==> config.mk <==
export PLATFORM = sky130hd
export DESIGN_NAME = json_stream_tokenizer_top
export DESIGN_NICKNAME = d
export VERILOG_FILES = /design/src/jst_pkg.sv /design/src/jst_csr.sv /design/src/jst_step.sv /design/src/json_stream_tokenizer_top.sv
export VERILOG_INCLUDE_DIRS = /design/src /design/src/src
export SDC_FILE = /design/constraint.sdc
export NUM_CORES = 1
export LEC_CHECK = 0
export ABC_AREA = 1
export BUFFER_PORTS_ARGS = -buffer_cell sky130_fd_sc_hd__buf_2
export CORE_MARGIN = 4
export CORE_UTILIZATION = 45
export DETAILED_ROUTE_END_ITERATION = 10
export HOLD_SLACK_MARGIN = 0.03
export PLACE_DENSITY_LB_ADDON = 0.3
export SLEW_MARGIN = 40
export SYNTH_ARGS = -nofsm -noshare
export SYNTH_HDL_FRONTEND = slang
export SYNTH_SLANG_ARGS = --single-unit
export TNS_END_PERCENT = 10
==> constraint.sdc <==
create_clock -name clock -period 10.3 [get_ports clock]
set_input_delay 0.515 -clock clock [delete_from_list [all_inputs] [get_ports clock]]
set_output_delay 0.515 -clock clock [all_outputs]
set_load 0.01 [all_outputs]
==> src/assert_macros.svh <==
// Assertion macros shared by the tokenizer RTL.
`ifndef ASSERT_MACROS_SVH
`define ASSERT_MACROS_SVH
`ifndef SYNTHESIS
// Clocked check, suppressed while reset is high.
`define JST_ASSERT(lbl, clk, rst, prop, msg) \
   lbl: assert property (@(posedge clk) disable iff (rst) prop) else $error(msg);
// Clocked check that also holds during reset.
`define JST_ASSERT_ALWAYS(lbl, clk, prop, msg) \
   lbl: assert property (@(posedge clk) prop) else $error(msg);
`else
`define JST_ASSERT(lbl, clk, rst, prop, msg)
`define JST_ASSERT_ALWAYS(lbl, clk, prop, msg)
`endif
`endif

==> src/jst_pkg.sv <==
// Types, codes and literal tables for the JSON stream tokenizer.
package jst_pkg;

   typedef enum logic [12:0] {
      GP_START       = 13'h0001,
      GP_OBJ_OPEN    = 13'h0002,
      GP_OBJ_KEYDONE = 13'h0004,
      GP_OBJ_COLON   = 13'h0008,
      GP_OBJ_VALUE   = 13'h0010,
      GP_OBJ_COMMA   = 13'h0020,
      GP_ARR_OPEN    = 13'h0040,
      GP_ARR_VALUE   = 13'h0080,
      GP_ARR_COMMA   = 13'h0100,
      GP_STRING      = 13'h0200,
      GP_NUMBER      = 13'h0400,
      GP_LITERAL     = 13'h0800,
      GP_STOP        = 13'h1000
   } gp_type;

   localparam logic [3:0] EV_WS        = 4'd0;
   localparam logic [3:0] EV_OBJ_OPEN  = 4'd1;
   localparam logic [3:0] EV_OBJ_CLOSE = 4'd2;
   localparam logic [3:0] EV_ARR_OPEN  = 4'd3;
   localparam logic [3:0] EV_ARR_CLOSE = 4'd4;
   localparam logic [3:0] EV_KEY_START = 4'd5;
   localparam logic [3:0] EV_STR_START = 4'd6;
   localparam logic [3:0] EV_STR_CHAR  = 4'd7;
   localparam logic [3:0] EV_STR_END   = 4'd8;
   localparam logic [3:0] EV_COLON     = 4'd9;
   localparam logic [3:0] EV_COMMA     = 4'd10;
   localparam logic [3:0] EV_NUM_CHAR  = 4'd11;
   localparam logic [3:0] EV_LIT_CHAR  = 4'd12;

   localparam logic [2:0] SC_NONE  = 3'd0;
   localparam logic [2:0] SC_INT   = 3'd1;
   localparam logic [2:0] SC_REAL  = 3'd2;
   localparam logic [2:0] SC_TRUE  = 3'd3;

   localparam logic [2:0] NF_INT     = 3'd0;
   localparam logic [2:0] NF_NEG0    = 3'd1;
   localparam logic [2:0] NF_NEGD    = 3'd2;
   localparam logic [2:0] NF_NEGDOT0 = 3'd3;
   localparam logic [2:0] NF_FRAC    = 3'd4;
   localparam logic [2:0] NF_EXP0    = 3'd5;
   localparam logic [2:0] NF_EXPD    = 3'd6;

   localparam logic [1:0] LK_TRUE  = 2'd0;
   localparam logic [1:0] LK_FALSE = 2'd1;
   localparam logic [1:0] LK_NULL  = 2'd2;

   localparam logic [63:0] INT63_MAX = 64'h7FFF_FFFF_FFFF_FFFF;
   localparam logic [63:0] ACC_CAP   = 64'h8000_0000_0000_0000;
   localparam logic [63:0] ACC_SAFE  = 64'd922337203685477580;

   localparam logic [2:0] CSR_MAX_NESTING = 3'd0;
   localparam logic [5:0] MAX_NESTING_RST = 6'd32;

   typedef struct packed {
      gp_type      gp;
      logic        in_key;
      logic        esc;
      logic [4:0]  lki;
      logic [63:0] acc;
      logic [2:0]  nf;
      logic        err;
   } tok_state_type;

   typedef struct packed {
      logic [3:0]  ev;
      logic [7:0]  chr;
      logic [2:0]  sc;
      logic [62:0] val;
   } tok_result_type;

   function automatic logic [7:0] lit_byte(input logic [1:0] kind, input logic [2:0] pos);
      logic [7:0] b;
      b = 8'h00;
      case ({kind, pos})
         {LK_TRUE, 3'd0}:  b = "t";
         {LK_TRUE, 3'd1}:  b = "r";
         {LK_TRUE, 3'd2}:  b = "u";
         {LK_TRUE, 3'd3}:  b = "e";
         {LK_FALSE, 3'd0}: b = "f";
         {LK_FALSE, 3'd1}: b = "a";
         {LK_FALSE, 3'd2}: b = "l";
         {LK_FALSE, 3'd3}: b = "s";
         {LK_FALSE, 3'd4}: b = "e";
         {LK_NULL, 3'd0}:  b = "n";
         {LK_NULL, 3'd1}:  b = "u";
         {LK_NULL, 3'd2}:  b = "l";
         {LK_NULL, 3'd3}:  b = "l";
         default:          b = 8'h00;
      endcase
      return b;
   endfunction

   function automatic logic [2:0] lit_len(input logic [1:0] kind);
      logic [2:0] n;
      case (kind)
         LK_TRUE:  n = 3'd4;
         LK_FALSE: n = 3'd5;
         LK_NULL:  n = 3'd4;
         default:  n = 3'd0;
      endcase
      return n;
   endfunction

endpackage

==> src/jst_csr.sv <==
// Configuration register block: max_nesting behind an APB-style port.
module jst_csr (
   input  logic        clock,
   input  logic        reset,
   input  logic        csr_psel,
   input  logic        csr_penable,
   input  logic        csr_pwrite,
   input  logic [2:0]  csr_paddr,
   input  logic [31:0] csr_pwdata,
   output logic [31:0] csr_prdata,
   output logic        csr_pready,
   output logic [5:0]  max_nesting
);

   logic [5:0] max_nesting_ff;
   logic [5:0] max_nesting_in;
   logic       wr_hit;

   assign csr_pready = 1'b1;
   assign wr_hit = csr_psel & csr_penable & csr_pwrite
                   & (csr_paddr == jst_pkg::CSR_MAX_NESTING);

   always_comb begin
      max_nesting_in = max_nesting_ff;
      if (wr_hit) begin
         max_nesting_in = csr_pwdata[5:0];
      end
   end

   always_ff @(posedge clock) begin
      if (reset) begin
         max_nesting_ff <= jst_pkg::MAX_NESTING_RST;
      end else begin
         max_nesting_ff <= max_nesting_in;
      end
   end

   assign csr_prdata  = (csr_paddr == jst_pkg::CSR_MAX_NESTING) ?
                        {26'd0, max_nesting_ff} : 32'd0;
   assign max_nesting = max_nesting_ff;

endmodule

==> src/jst_step.sv <==
// Next-state and result logic for one byte of the tokenizer.
module jst_step #(
   parameter int STACK_DEPTH = 32,
   parameter int SP_W        = 6
) (
   input  jst_pkg::tok_state_type  st_i,
   input  logic [SP_W-1:0]         sp_i,
   input  logic [STACK_DEPTH-1:0]  stk_i,
   input  logic [7:0]              ch,
   input  logic                    restart,
   input  logic [5:0]              max_nesting,
   output jst_pkg::tok_state_type  st_o,
   output logic [SP_W-1:0]         sp_o,
   output logic [STACK_DEPTH-1:0]  stk_o,
   output jst_pkg::tok_result_type res_o
);

   localparam int LW = (SP_W > 6) ? SP_W : 6;

   function automatic jst_pkg::gp_type vdone(input logic nonempty, input logic top_arr);
      jst_pkg::gp_type g;
      if (!nonempty) begin
         g = jst_pkg::GP_STOP;
      end else if (top_arr) begin
         g = jst_pkg::GP_ARR_VALUE;
      end else begin
         g = jst_pkg::GP_OBJ_VALUE;
      end
      return g;
   endfunction

   function automatic logic [63:0] acc_digit(input logic [63:0] a, input logic [3:0] d);
      logic [63:0] n;
      n = (a << 3) + (a << 1) + {60'd0, d};
      if (a > jst_pkg::ACC_SAFE) begin
         return jst_pkg::ACC_CAP;
      end
      return (n > jst_pkg::INT63_MAX) ? jst_pkg::ACC_CAP : n;
   endfunction

   logic [LW-1:0] limit;
   logic [LW-1:0] sp_ext;

   jst_pkg::gp_type gp;
   logic [SP_W-1:0] sp;
   logic [STACK_DEPTH-1:0] stk;
   logic        in_key, esc, err;
   logic [4:0]  lki;
   logic [63:0] acc;
   logic [2:0]  nf;
   logic [3:0]  ev;
   logic [7:0]  chr;
   logic [2:0]  sc;
   logic [62:0] val;
   logic        is_ws, is_dig, num_ch, do_disp, begin_v, close_f, close_arr;
   logic [3:0]  dval;
   logic [1:0]  kind;
   logic [2:0]  pos;

   assign is_ws  = (ch == 8'h20) || (ch >= 8'h09 && ch <= 8'h0D);
   assign is_dig = (ch >= "0") && (ch <= "9");
   assign num_ch = is_dig || (ch == ".") || (ch == "e") || (ch == "E");
   assign dval   = 4'(ch - "0");

   always_comb begin
      limit = (LW'(max_nesting) < LW'(STACK_DEPTH)) ? LW'(max_nesting) : LW'(STACK_DEPTH);
      gp     = restart ? jst_pkg::GP_START : st_i.gp;
      sp     = restart ? '0 : sp_i;
      stk    = restart ? '0 : stk_i;
      in_key = restart ? 1'b0 : st_i.in_key;
      esc    = restart ? 1'b0 : st_i.esc;
      lki    = restart ? 5'd0 : st_i.lki;
      acc    = restart ? 64'd0 : st_i.acc;
      nf     = restart ? jst_pkg::NF_INT : st_i.nf;
      err    = restart ? 1'b0 : st_i.err;
      ev = jst_pkg::EV_WS; chr = 8'd0; sc = jst_pkg::SC_NONE; val = 63'd0;
      do_disp = 1'b0; begin_v = 1'b0; close_f = 1'b0; close_arr = 1'b0;
      kind = lki[4:3];
      pos  = lki[2:0];
      sp_ext = LW'(sp);

      if (!err) begin
         if (gp == jst_pkg::GP_NUMBER) begin
            if (num_ch) begin
               ev = jst_pkg::EV_NUM_CHAR;
               if (is_dig) begin
                  case (nf)
                     jst_pkg::NF_INT:     acc = acc_digit(acc, dval);
                     jst_pkg::NF_NEG0:    nf = jst_pkg::NF_NEGD;
                     jst_pkg::NF_NEGDOT0: nf = jst_pkg::NF_FRAC;
                     jst_pkg::NF_EXP0:    nf = jst_pkg::NF_EXPD;
                     jst_pkg::NF_NEGD, jst_pkg::NF_FRAC, jst_pkg::NF_EXPD: ;
                     default:             err = 1'b1;
                  endcase
               end else if (ch == ".") begin
                  if (nf == jst_pkg::NF_INT || nf == jst_pkg::NF_NEGD) begin
                     nf = jst_pkg::NF_FRAC;
                  end else if (nf == jst_pkg::NF_NEG0) begin
                     nf = jst_pkg::NF_NEGDOT0;
                  end else begin
                     err = 1'b1;
                  end
               end else begin
                  if (nf == jst_pkg::NF_INT || nf == jst_pkg::NF_NEGD
                      || nf == jst_pkg::NF_FRAC) begin
                     nf = jst_pkg::NF_EXP0;
                  end else begin
                     err = 1'b1;
                  end
               end
            end else begin
               // finish the number, then treat this byte as the next token
               if (nf == jst_pkg::NF_INT) begin
                  if (acc > jst_pkg::INT63_MAX) begin
                     err = 1'b1;
                  end else begin
                     sc = jst_pkg::SC_INT;
                     val = acc[62:0];
                  end
               end else if (nf == jst_pkg::NF_NEGD || nf == jst_pkg::NF_FRAC
                            || nf == jst_pkg::NF_EXPD) begin
                  sc = jst_pkg::SC_REAL;
               end else begin
                  err = 1'b1;
               end
               if (!err) begin
                  nf = jst_pkg::NF_INT;
                  acc = 64'd0;
                  gp = vdone(sp != '0, stk[0]);
                  do_disp = 1'b1;
               end
            end
         end else begin
            do_disp = 1'b1;
         end
      end

      if (do_disp) begin
         if (gp == jst_pkg::GP_STRING) begin
            if (esc) begin
               esc = 1'b0;
               if (ch == "u") begin
                  err = 1'b1;
               end else begin
                  ev = jst_pkg::EV_STR_CHAR;
                  case (ch)
                     "b":     chr = 8'h08;
                     "f":     chr = 8'h0C;
                     "n":     chr = 8'h0A;
                     "r":     chr = 8'h0D;
                     "t":     chr = 8'h09;
                     default: chr = ch;
                  endcase
               end
            end else if (ch == "\"") begin
               ev = jst_pkg::EV_STR_END;
               if (in_key) begin
                  in_key = 1'b0;
                  gp = jst_pkg::GP_OBJ_KEYDONE;
               end else begin
                  gp = vdone(sp != '0, stk[0]);
               end
            end else if (ch == "\\") begin
               esc = 1'b1;
            end else begin
               ev = jst_pkg::EV_STR_CHAR;
               chr = ch;
            end
         end else if (gp == jst_pkg::GP_LITERAL) begin
            if (kind > jst_pkg::LK_NULL || pos >= jst_pkg::lit_len(kind)
                || ch != jst_pkg::lit_byte(kind, pos)) begin
               err = 1'b1;
            end else begin
               ev = jst_pkg::EV_LIT_CHAR;
               pos = pos + 3'd1;
               lki = {kind, pos};
               if (pos == jst_pkg::lit_len(kind)) begin
                  sc = jst_pkg::SC_TRUE + {1'b0, kind};
                  lki = 5'd0;
                  gp = vdone(sp != '0, stk[0]);
               end
            end
         end else if (is_ws) begin
            ev = jst_pkg::EV_WS;
         end else begin
            case (gp)
               jst_pkg::GP_START, jst_pkg::GP_OBJ_COLON, jst_pkg::GP_ARR_COMMA: begin
                  begin_v = 1'b1;
               end
               jst_pkg::GP_ARR_OPEN: begin
                  if (ch == "]") begin
                     close_f = 1'b1; close_arr = 1'b1;
                  end else begin
                     begin_v = 1'b1;
                  end
               end
               jst_pkg::GP_OBJ_OPEN, jst_pkg::GP_OBJ_COMMA: begin
                  if (ch == "\"") begin
                     in_key = 1'b1; esc = 1'b0;
                     gp = jst_pkg::GP_STRING;
                     ev = jst_pkg::EV_KEY_START;
                  end else if (ch == "}" && gp == jst_pkg::GP_OBJ_OPEN) begin
                     close_f = 1'b1;
                  end else begin
                     err = 1'b1;
                  end
               end
               jst_pkg::GP_OBJ_KEYDONE: begin
                  if (ch == ":") begin
                     gp = jst_pkg::GP_OBJ_COLON;
                     ev = jst_pkg::EV_COLON;
                  end else begin
                     err = 1'b1;
                  end
               end
               jst_pkg::GP_OBJ_VALUE: begin
                  if (ch == ",") begin
                     gp = jst_pkg::GP_OBJ_COMMA;
                     ev = jst_pkg::EV_COMMA;
                  end else if (ch == "}") begin
                     close_f = 1'b1;
                  end else begin
                     err = 1'b1;
                  end
               end
               jst_pkg::GP_ARR_VALUE: begin
                  if (ch == ",") begin
                     gp = jst_pkg::GP_ARR_COMMA;
                     ev = jst_pkg::EV_COMMA;
                  end else if (ch == "]") begin
                     close_f = 1'b1; close_arr = 1'b1;
                  end else begin
                     err = 1'b1;
                  end
               end
               default: err = 1'b1;
            endcase
         end
      end

      if (close_f) begin
         if (sp != '0) begin
            sp  = sp - SP_W'(1);
            stk = {1'b0, stk[STACK_DEPTH-1:1]};
         end
         ev = close_arr ? jst_pkg::EV_ARR_CLOSE : jst_pkg::EV_OBJ_CLOSE;
         gp = vdone(sp != '0, stk[0]);
      end

      if (begin_v) begin
         if (ch == "\"") begin
            in_key = 1'b0; esc = 1'b0;
            gp = jst_pkg::GP_STRING;
            ev = jst_pkg::EV_STR_START;
         end else if (ch == "{" || ch == "[") begin
            if (sp_ext >= limit) begin
               err = 1'b1;
            end else begin
               stk = {stk[STACK_DEPTH-2:0], (ch == "[")};
               sp  = sp + SP_W'(1);
               gp  = (ch == "[") ? jst_pkg::GP_ARR_OPEN : jst_pkg::GP_OBJ_OPEN;
               ev  = (ch == "[") ? jst_pkg::EV_ARR_OPEN : jst_pkg::EV_OBJ_OPEN;
            end
         end else if (ch == "t" || ch == "f" || ch == "n") begin
            lki = {(ch == "t") ? jst_pkg::LK_TRUE :
                   ((ch == "f") ? jst_pkg::LK_FALSE : jst_pkg::LK_NULL), 3'd1};
            gp = jst_pkg::GP_LITERAL;
            ev = jst_pkg::EV_LIT_CHAR;
         end else if (is_dig || ch == "-") begin
            if (ch == "-") begin
               nf = jst_pkg::NF_NEG0;
               acc = 64'd0;
            end else begin
               nf = jst_pkg::NF_INT;
               acc = {60'd0, dval};
            end
            gp = jst_pkg::GP_NUMBER;
            ev = jst_pkg::EV_NUM_CHAR;
         end else begin
            err = 1'b1;
         end
      end

      if (err) begin
         ev = jst_pkg::EV_WS; chr = 8'd0; sc = jst_pkg::SC_NONE; val = 63'd0;
      end

      st_o.gp = gp; st_o.in_key = in_key; st_o.esc = esc; st_o.lki = lki;
      st_o.acc = acc; st_o.nf = nf; st_o.err = err;
      sp_o  = sp;
      stk_o = stk;
      res_o.ev = ev; res_o.chr = chr; res_o.sc = sc; res_o.val = val;
   end

endmodule

==> src/json_stream_tokenizer_top.sv <==
// Top level of the JSON stream tokenizer: state registers, result register, CSR.
//
//  channel | direction | handshake            | payload
//  req     | in        | req_valid/req_stall  | req_ch, req_restart
//  rsp     | out       | rsp_valid/rsp_stall  | event, char, scalar, value, depth, flags
//  csr     | in/out    | APB psel/penable     | max_nesting at byte address 0
//
// One byte per cycle while the output side does not stall: the parser state and
// the item's result both load at the accepting edge, so the result is offered in
// the cycle after; the integer accumulate is a times-ten add and compare.
// Synchronous reset clears all parser state and sets max_nesting to 32.
// The input stalls only while a result is held and the output side stalls.
`include "assert_macros.svh"
module json_stream_tokenizer_top #(
   parameter int STACK_DEPTH = 32
) (
   input  logic        clock,
   input  logic        reset,
   input  logic        req_valid,
   output logic        req_stall,
   input  logic [7:0]  req_ch,
   input  logic        req_restart,
   output logic        rsp_valid,
   input  logic        rsp_stall,
   output logic [3:0]  rsp_event_res,
   output logic [7:0]  rsp_out_char,
   output logic [2:0]  rsp_scalar_done,
   output logic [62:0] rsp_int_value,
   output logic [5:0]  rsp_depth,
   output logic        rsp_error,
   output logic        rsp_accepted,
   input  logic        csr_psel,
   input  logic        csr_penable,
   input  logic        csr_pwrite,
   input  logic [2:0]  csr_paddr,
   input  logic [31:0] csr_pwdata,
   output logic [31:0] csr_prdata,
   output logic        csr_pready
);

   localparam int SP_W = $clog2(STACK_DEPTH + 1);

   logic [5:0] max_nesting;

   // parser state
   jst_pkg::tok_state_type st_ff, st_in;
   logic [SP_W-1:0]        sp_ff, sp_in;
   logic [STACK_DEPTH-1:0] stk_ff, stk_in;

   // result register
   logic                    rsp_valid_ff, rsp_valid_in;
   jst_pkg::tok_result_type res_ff, res_in;
   logic [5:0]              depth_ff, depth_in;
   logic                    err_ff, err_in;
   logic                    acc_ff, acc_in;

   jst_pkg::tok_state_type  st_nx;
   logic [SP_W-1:0]         sp_nx;
   logic [STACK_DEPTH-1:0]  stk_nx;
   jst_pkg::tok_result_type res_nx;
   logic                    take;

   jst_csr u_csr (
      .clock       (clock),
      .reset       (reset),
      .csr_psel    (csr_psel),
      .csr_penable (csr_penable),
      .csr_pwrite  (csr_pwrite),
      .csr_paddr   (csr_paddr),
      .csr_pwdata  (csr_pwdata),
      .csr_prdata  (csr_prdata),
      .csr_pready  (csr_pready),
      .max_nesting (max_nesting)
   );

   jst_step #(
      .STACK_DEPTH (STACK_DEPTH),
      .SP_W        (SP_W)
   ) u_step (
      .st_i        (st_ff),
      .sp_i        (sp_ff),
      .stk_i       (stk_ff),
      .ch          (req_ch),
      .restart     (req_restart),
      .max_nesting (max_nesting),
      .st_o        (st_nx),
      .sp_o        (sp_nx),
      .stk_o       (stk_nx),
      .res_o       (res_nx)
   );

   // hold the input only while a result waits and the far side is stalled
   assign req_stall = rsp_valid_ff & rsp_stall;
   assign take      = req_valid & ~req_stall;

   always_comb begin
      st_in  = st_ff;
      sp_in  = sp_ff;
      stk_in = stk_ff;
      res_in = res_ff;
      depth_in = depth_ff;
      err_in = err_ff;
      acc_in = acc_ff;
      rsp_valid_in = rsp_valid_ff & rsp_stall;
      if (take) begin
         // advance the parser and capture this item's result
         st_in  = st_nx;
         sp_in  = sp_nx;
         stk_in = stk_nx;
         res_in = res_nx;
         depth_in = 6'(sp_nx);
         err_in = st_nx.err;
         acc_in = (st_nx.gp == jst_pkg::GP_STOP) & ~st_nx.err;
         rsp_valid_in = 1'b1;
      end
   end

   always_ff @(posedge clock) begin
      if (reset) begin
         st_ff.gp     <= jst_pkg::GP_START;
         st_ff.in_key <= 1'b0;
         st_ff.esc    <= 1'b0;
         st_ff.lki    <= 5'd0;
         st_ff.acc    <= 64'd0;
         st_ff.nf     <= jst_pkg::NF_INT;
         st_ff.err    <= 1'b0;
         sp_ff        <= '0;
         stk_ff       <= '0;
         rsp_valid_ff <= 1'b0;
      end else begin
         st_ff        <= st_in;
         sp_ff        <= sp_in;
         stk_ff       <= stk_in;
         rsp_valid_ff <= rsp_valid_in;
      end
   end

   // result fields are only looked at while rsp_valid is high, so no reset is needed
   always_ff @(posedge clock) begin
      res_ff   <= res_in;
      depth_ff <= depth_in;
      err_ff   <= err_in;
      acc_ff   <= acc_in;
   end

   assign rsp_valid       = rsp_valid_ff;
   assign rsp_event_res   = res_ff.ev;
   assign rsp_out_char    = res_ff.chr;
   assign rsp_scalar_done = res_ff.sc;
   assign rsp_int_value   = res_ff.val;
   assign rsp_depth       = depth_ff;
   assign rsp_error       = err_ff;
   assign rsp_accepted    = acc_ff;

   `JST_ASSERT(a_err_sticky, clock, reset, (take && st_ff.err && !req_restart) |=> st_ff.err, "error flag dropped without restart")
   `JST_ASSERT(a_sp_bound, clock, reset, (sp_ff <= SP_W'(STACK_DEPTH)), "stack pointer past stack depth")
   `JST_ASSERT(a_acc_no_err, clock, reset, rsp_valid_ff |-> !(acc_ff && err_ff), "document accepted with error set")
   `JST_ASSERT_ALWAYS(a_stall_src, clock, req_stall |-> rsp_valid_ff, "input stalled with no result held")

endmodule
==> results.md <==
* Drt pass-1 iters at 6
* RSZ-0062 raised after global routing: false
* Clock sinks at 219
* Core ar. at 0.0435 mm²
* Clk Latency, worst-skew pair at 0.57 ns
* CTS tree: done
* Cell family with most CP delay: compound AO/OA/AOI/OAI gates
* Slowest Stage Delay on Critical Path at 0.60 ns
* PortBufs at 118
* Nets at 3,262
* GRT Total Usage at 27.4%
* Fillers at 4,401
* Cell leakage power at 9.12 nW
* Grt met2 use at 43.2%
* Worst Hold Class: input pin to register
* Grt ovf at 0
* Ys flop type: dfxtp_1
* Number of synthesized flops with an enable pin at 86
* Max-slew headroom at 44.3%
* Die width at 219 µm
* Clock Path Buffers at 3
* Syn Std Cell Area at 0.0200 mm²
* Clk pwr share at 44.4%
* Routability cong. at 0.984
* Layout cells sized above 1 at 9.98%
* Maxcap violations at 0
* WL/cell at 18.6 µm
* Fin util at 49.9%
* Int Pwr at 0.00159 W
* Total CTS buffers at 27
* Critical Path AT at 6.53 ns
* Switching share of power at 29.5%
* Tightest Pin Transition at 0.831 ns
* Hold_buf cts at 0
* Setup Skew at 0.0242 ns
* Crit path buf inv count at 5
* Met1 global-route usage at 40.8%
* H-tree Lvls at 1
* Peak VDD IR at 0.000120 V
* CP max stage cell: o21ai_0
* Area grow syn2layout at 8.69%
* Postcts setup bufs at 0
* Most frequent cells in the layout: 686 x nand2_1, 341 x inv_1, 292 x a21oi_1
* Post-Route WL at 68.3 mm
* Vias at 21,100
* First-pass GRT wire length at 106 mm
* CP most frequent cell: nand2_1
* Met3 Track Usage GR at 2.77%
* Final Hold Fails at 0
* Timing-limited maximum frequency at 163 MHz
* Ys async rst share at 0%
* Cells after Synth at 3,027
* DP HPWL at 49.6 mm
* GRT Max-Usage Layer: met2
* Endpoints failing setup at 0
* Rows at 76
* 1st-iter DRT viols at 1,868
* Worst-path maximum fanout at 44
* Yosys reg bits at 219
* Final worst-path cycle share at 59.5%
* Area of the multi-input gates at 0.0127 mm²
* Distinct cells, synth at 63
* Combinational fraction of design power at 13.8%
* Setup CP Type: input pin to register
* Sequential Power Share at 41.8%
* Drc violations at 0
* R2r setup slk at 4.99 ns
* Number of gates resized after cts at 0
* Run status: completed
* Commonest non-fill, non-tap cell in the layout: nand2_1
* CTS root buf: clkbuf_16
* Largest net degree at the start of global routing at 85
* NetSw at 0.000663 W
* Startpoint types: input pin
* # diodes at 0
* Synthesized area per cell at 6.59 µm²
* Setup tns final at 0 ns
* Clk slew on worst S/H paths at 0.06 ns
* Req. time, crit path at 10.70 ns
* CP Cell Sequence: buf_2 > buf_4 > inv_4 > buf_4 > nand2_1 > inv_1 > ha_1 > ha_1 > a21oi_1 > nand2_1 > a21boi_0 > o21ai_0 > a21oi_1 > o21ai_0 > a21boi_0 > o21ai_0 > xnor2_1 > o22ai_1 > nand2_1 > o211ai_1 > nand2_1 > a21oi_1
* Pwr dens at 104 mW/mm²
* Sequential cell area at 0.00525 mm²
* Initial core utilization at 45.9%
* Vias in the first global route at 19,200
* DRT antenna net count at 0
* DIE AREA at 0.0478 mm²
* Yosys warning count at 0
* Vias per cell at 5.74
* Seq/Total Area, Yosys at 26.3%
* Initial antenna violation count at 0
* Fin. max-slew vios at 0
* Critical path capture point type: register
* Tmin final at 6.13 ns
* # IOs at 172
* Die span in y at 219 µm
==> worst min-delay path, cell delays in order <==
cell and delay (ns):
buf_2 0.08, a21oi_1 0.05, o21ai_0 0.06
==> final timing paths <==
check / startpoint / endpoint / cells after the start
worst max register to register: st_ff[75]$_SDFFE_PP1P_ / rsp_int_value[0]$_SDFFCE_PP0P_ / 22
worst min-delay path: csr_pwdata[5] / u_csr.max_nesting[5]$_SDFFE_PP1P_ / 3
worst min register to register: st_ff[38]$_SDFFE_PP0P_ / st_ff[38]$_SDFFE_PP0P_ / 2
worst max-delay path: req_restart / st_ff[59]$_SDFFE_PP0P_ / 22
==> registers in the layout, indices dropped and copies added, names as in the netlist <==
| signal | flops |
|---|---|
| st_ff | 88 |
| rsp_int_value | 63 |
| stk_ff | 32 |
| rsp_out_char | 8 |
| rsp_depth | 6 |
| sp_ff | 6 |
| u_csr.max_nesting | 6 |
| rsp_event_res | 4 |
| rsp_scalar_done | 3 |
| rsp_accepted | 1 |
| rsp_error | 1 |
| rsp_valid | 1 |
==> routing by layer <==
layer / vias to the layer above / share of wire (%) / wire length [µm]
met5: - / 0 / 0
met4: 0 / 1.9 / 1280
met3: 90 / 7.3 / 5020
met2: 835 / 44 / 29900
met1: 9874 / 47 / 32200
li1: 10300 / - / -
==> cell families (layout without fill, tap and decap cells) <==
group / after synthesis / count (layout) / share of synthesized area [%]
and+or+nand+nor: 1345 / 1345 / 29.5
AOI/OAI and AO/OA: 743 / 743 / 21.4
buffers and inverters: 509 / 544 / 10.8
DFF: 219 / 219 / 26.3
adders and majority gates: 144 / 144 / 9.10
xor gates and xnor gates: 65 / 65 / 2.85
other: 2 / 27 / 0.0376
==> Yosys cell counts, drive strengths merged (3+ instances only) <==
master	count	area, µm²
xnor2	34	298
edfxtp	86	2580
nor2	345	1520
o21ai	209	1060
nand3b	3	22.5
inv	352	1320
o221ai	4	35.0
a21oi	293	1470
ha	142	1780
o211ai	89	668
clkbuf	79	297
dfxtp	133	2660
o311ai	4	35.0
a21o	7	52.6
o31ai	5	37.5
a22oi	5	37.5
a31oi	25	171
buf	76	532
o22ai	55	344
o21bai	13	97.6
a21boi	10	75.1
nand4	35	225
or2	4	25.0
a211oi	3	22.5
o21a	9	67.6
xor2	31	272
nand3	200	1070
nor4	16	100
nor3	32	170
a221oi	4	35.0
nand2	705	2710
==> power groups by stage <==
stage                     sequential [W]  clock [W]  combinational (W)
after floorplan                 0.000966          0           0.000206
after global placement          0.000957          0           0.000301
after detailed placement        0.000957          0           0.000304
after CTS                       0.000939    0.00102           0.000305
after global routing            0.000941    0.00106           0.000337
final                           0.000939   0.000999           0.000310
==> per-stage QoR <==
step / hold slack (ns) / worst slack, ns / std cells / area (µm²) / power, W
5_1_grt: 0.201 / 3.91 / 3672 / 21700 / 0.00233
3_5_place_dp: 0.455 / 3.53 / 3622 / 20800 / 0.00126
2_1_floorplan: 0.444 / 5.84 / 3052 / 20100 / 0.00117
3_3_place_gp: 0.452 / 3.32 / 3622 / 20700 / 0.00126
4_1_cts: 0.169 / 4.13 / 3671 / 21700 / 0.00226
6_report: 0.188 / 4.17 / 3672 / 21700 / 0.00225
==> area by class of cell <==
cell class | count | area share, %
multi-input cells | 2324 | 58.5
flip-flops and latches | 219 | 24.2
inverters | 354 | 6.15
repair buffers | 141 | 3.64
well taps | 585 | 3.37
clock buffers | 31 | 3.18
clock inverters | 18 | 0.969
Power figures use the tool's default switching activity.
